[config.mk]
export PLATFORM = sky130hd
export DESIGN_NAME = spoc_mac
export DESIGN_NICKNAME = d
export VERILOG_FILES = /design/src/rtl/spoc_pkg.sv /design/src/rtl/spoc_mac.sv
export SDC_FILE = /design/constraint.sdc
export NUM_CORES = 2
export LEC_CHECK = 0
export ABC_AREA = 1
export BUFFER_PORTS_ARGS = -buffer_cell sky130_fd_sc_hd__buf_2
export CAP_MARGIN = 40
export CORE_UTILIZATION = 35
export CTS_BUF_LIST = sky130_fd_sc_hd__clkbuf_4 sky130_fd_sc_hd__clkbuf_8
export CTS_CLUSTER_SIZE = 14
export DETAILED_ROUTE_END_ITERATION = 10
export HOLD_SLACK_MARGIN = 0.02
export SYNTH_ARGS = -nofsm -noshare
export SYNTH_HDL_FRONTEND = slang
export SYNTH_SLANG_ARGS = --single-unit
[constraint.sdc]
create_clock -name clk -period 6.6 [get_ports clk]
set_input_delay 0.99 -clock clk [delete_from_list [all_inputs] [get_ports clk]]
set_output_delay 0.99 -clock clk [all_outputs]
set_load 0.02 [all_outputs]
[src/rtl/spoc_pkg.sv]
`timescale 1ns / 1ps

package spoc_pkg;

    // defaults for the top level parameters
    localparam int MAX_SPHERES_DEF = 64;
    localparam int OWNER_BITS_DEF  = 16;

    // fixed field widths
    localparam int SLOT_W   = 6;
    localparam int COORD_W  = 32;
    localparam int RADIUS_W = 31;
    localparam int OWNER_W  = 16;
    localparam int COUNT_W  = 7;

    // squared terms are Q32.32, three of them need two extra bits
    localparam int PROD_W = 2 * COORD_W;
    localparam int ACC_W  = PROD_W + 2;

    // input word kinds
    localparam logic MODE_WRITE = 1'b0;
    localparam logic MODE_TEST  = 1'b1;

    typedef enum logic [3:0] {
        ST_IDLE,
        ST_LATCH_I,
        ST_FETCH,
        ST_DX,
        ST_DY,
        ST_DZ,
        ST_RS,
        ST_MR,
        ST_CMP,
        ST_FINISH
    } seq_state_t;

    typedef enum logic [1:0] {
        ACC_HOLD,
        ACC_LOAD,
        ACC_ADD
    } acc_op_t;

    typedef enum logic [1:0] {
        OPS_DX,
        OPS_DY,
        OPS_DZ,
        OPS_RS
    } op_sel_t;

    typedef struct packed {
        logic    op_load;
        logic    mul_en;
        acc_op_t acc_op;
    } mac_ctrl_t;

endpackage

[src/rtl/spoc_mac.sv]
`timescale 1ns / 1ps

module spoc_mac (
    input  logic                    clk,
    input  spoc_pkg::mac_ctrl_t     ctrl,
    input  logic [spoc_pkg::COORD_W-1:0] operand,
    output logic                    le
);

    import spoc_pkg::*;

    logic [COORD_W-1:0] op_reg;
    logic [PROD_W-1:0]  prod_reg;
    logic [ACC_W-1:0]   acc_reg;

    always_ff @(posedge clk)
    begin
        if (ctrl.op_load)
        begin
            op_reg <= operand;
        end
        if (ctrl.mul_en)
        begin
            prod_reg <= PROD_W'(op_reg) * PROD_W'(op_reg);
        end
        case (ctrl.acc_op)
            ACC_LOAD: acc_reg <= ACC_W'(prod_reg);
            ACC_ADD:  acc_reg <= acc_reg + ACC_W'(prod_reg);
            default:  acc_reg <= acc_reg;
        endcase
    end

    // sum of squared distances against squared radius sum
    assign le = (acc_reg <= ACC_W'(prod_reg));

endmodule

==> impl_metrics.tcl <==
set metrics [dict create \
    fp-row-count 129 \
    root_buffer "clkbuf_8" \
    hold_class "primary input to flip-flop" \
    fin_util_pct 43.4 \
    coreArea_um2 124000 \
    startpoint_type "flip-flop" \
    nNetsFinal 7455 \
    syn_area_per_cell_um2 7.76 \
    grt_usage_pct 21.3 \
    slew_headroom_pct 55.4 \
    cts_buffer_depth 2 \
    worst_slew_pin_slew_ns 0.666 \
    yosysUniqueCellTypes 44 \
    first_pass_iters 6 \
    rsz0062_at_grt "yes" \
    grt_antenna_before_repair 1 \
    grt_max_degree 64 \
    clk_latency_ns 0.61 \
    synth_edf_count 161 \
    postSynth.asyncResetShare_pct 0 \
    start_util_pct 35.4 \
    fp.dieH_um 357 \
    finalWorstSetupSlack_ns -0.280 \
    wl_per_cell_um 16.9 \
    wirelength_um 132000 \
    syn_inst 5675 \
    ios 38 \
    cts-hold-fix-buffers 0 \
    drc 0 \
    criticalPathCategory "flip-flop to flip-flop" \
    largest_register_ff_count 66 \
    critPathArrivalTime_ns 7.23 \
    synth-main-ff-cell "edfxtp_1" \
    outcome "finished, violations left" \
    path_clk_slew_ns 0.13 \
    cts_tree "yes" \
    max_cap_viol_count 0 \
    hold_violations 0 \
    syn_to_final_growth_pct 22.6 \
    drt_first_iter_violations 2387 \
    drive_gt1_share_pct 20.7 \
    finalSetupViolCount 37 \
    seq_area_frac_synth_pct 11.0 \
    synth_area_um2 44000 \
    cp_data_required_time_ns 6.95 \
    ys_seq_elements 161 \
    grt_pass1_wl_um 210000 \
    fmax_ghz 0.145 \
    fp.dieW_um 357 \
    yosys_warnings 0 \
    crit_path_max_fanout 8 \
    slew_viol_final 0 \
    routabilityCongestion 1.00 \
    vias 36500 \
    overflow 0 \
    clkSinkCount 161 \
    fillerInstances 12400 \
    fin_worst_skew_ns 0.0371 \
    portBuffers 37 \
    htree_levels 4 \
    synth_nets 6928 \
    min_period_ns 6.88 \
    die_area_um2 127000 \
    finalCritPeriodShare_pct 104 \
    dpl.hpwl_um 113000 \
    viasPerCell 4.64 \
    ant_nets 0 \
    violations "setup timing" \
    endpoint_kind "flip-flop" \
    cts_buffers 17 \
    grt_pass1_vias 38800 \
]
[timing repair]
action,4_1_cts,5_1_grt
pin swaps,91,164
gates cloned,3,3
setup buffers,28,40
resized for setup,330,363
setup endpoints to repair,49,49
[placed cells by master, fill, tap and decap left out, types with 40 or more instances in the layout]
master       n
nand2_1   1251
buf_12      40
xor2_1      78
fa_2        44
o21ai_0     77
inv_1     1622
edfxtp_1   161
nor2_1     225
nand3_1    121
nor2_4      40
inv_2      125
ha_1       378
buf_4      475
ha_4        40
nand2_2     82
buf_6       58
fa_1       750
nor2_2      83
a21oi_1    127
[stage by stage]
stage	hold WS (ns)	cells	setup slack (ns)	setup TNS (ns)	area, µm²
final	0.546	7853	-0.280	-5.07	54000
after global routing	0.521	7853	-0.471	-13.81	54000
after CTS	0.503	7812	-0.176	-2.93	52300
after detailed placement	0.598	7750	-0.571	-13.07	50100
after global placement	0.573	7746	-0.575	-11.16	50100
after floorplan	0.513	5675	0.00354	0	44000
[cell families (layout without fill, tap and decap cells)]
group | Yosys count | in the layout | synth area share, %
simple gates | 1937 | 1937 | 18.1
buf+inv | 1872 | 2412 | 16.0
fa+ha+maj | 1216 | 1216 | 48.1
compound gates | 381 | 381 | 4.70
flops | 161 | 161 | 11.0
xor+xnor | 108 | 108 | 2.15
other cells | 0 | 1 | 0
[final timing paths]
kind                     startpoint                endpoint  slack [ns]  depth (start not counted)
max             op_reg[8]$_DFFE_PP_  prod_reg[44]$_DFFE_PP_       -0.28                         26
min                      operand[2]     op_reg[2]$_DFFE_PP_        0.55                          1
min reg2reg  prod_reg[20]$_DFFE_PP_   acc_reg[20]$_DFFE_PP_        0.59                          2
max reg2reg     op_reg[8]$_DFFE_PP_  prod_reg[44]$_DFFE_PP_       -0.28                         26
[synth_stat cells, drive strengths merged (6+ instances only)]
| master | instances | area share (%) |
|---|---|---|
| inv | 1751 | 15 |
| nand2 | 1368 | 12 |
| fa | 794 | 36 |
| ha | 422 | 12 |
| nor2 | 348 | 3.5 |
| a21oi | 187 | 2.1 |
| edfxtp | 161 | 11 |
| nand3 | 142 | 1.7 |
| o21ai | 131 | 1.5 |
| clkbuf | 104 | 0.89 |
| xor2 | 91 | 1.8 |
| nand4 | 31 | 0.44 |
| nor3 | 30 | 0.43 |
| o21bai | 30 | 0.51 |
| xnor2 | 17 | 0.34 |
| buf | 15 | 0.14 |
| a21o | 8 | 0.14 |
| nor4 | 6 | 0.13 |
[worst max-delay path: stages, from the launching register on]
cell and delay, ns:
edfxtp_1 0.45, buf_12 0.18, buf_16 0.15, nand2_4 0.06
inv_2 0.04, fa_1 0.49, fa_1 0.56, inv_2 0.04
fa_2 0.63, fa_1 0.43, inv_1 0.09, fa_1 0.45
fa_1 0.54, fa_1 0.44, fa_1 0.54, ha_4 0.35
buf_6 0.12, nand2_8 0.06, nor2_4 0.12, inv_2 0.07
nor2_4 0.16, nand3_2 0.07, or2_4 0.28, nand2_8 0.10
nand2_4 0.05, nand3_2 0.07, nand2_2 0.06
[layer usage]
metal | wire [µm] | track usage [%] | share of wire (%)
met5 | 0 | 0 | 0
met4 | 3220 | 5.05 | 2.4
met3 | 7060 | 2.62 | 5.3
met2 | 63800 | 36.6 | 48
met1 | 58300 | 28.4 | 44
[cell type report]
class,instances,area [µm²],share of cell area (%)
diodes,1,2.50,0.00464
multi-input cells,3642,34500,64.0
clock buffers,17,234,0.434
inverters,1753,6590,12.2
well taps,1637,2050,3.80
flip-flops and latches,161,4830,8.96
clock inverters,15,170,0.315
repair buffers,627,5550,10.3
Power is left out: the tool's default activity adds up to more than one toggle a clock period on the data nets, which glitch-free logic cannot reach.
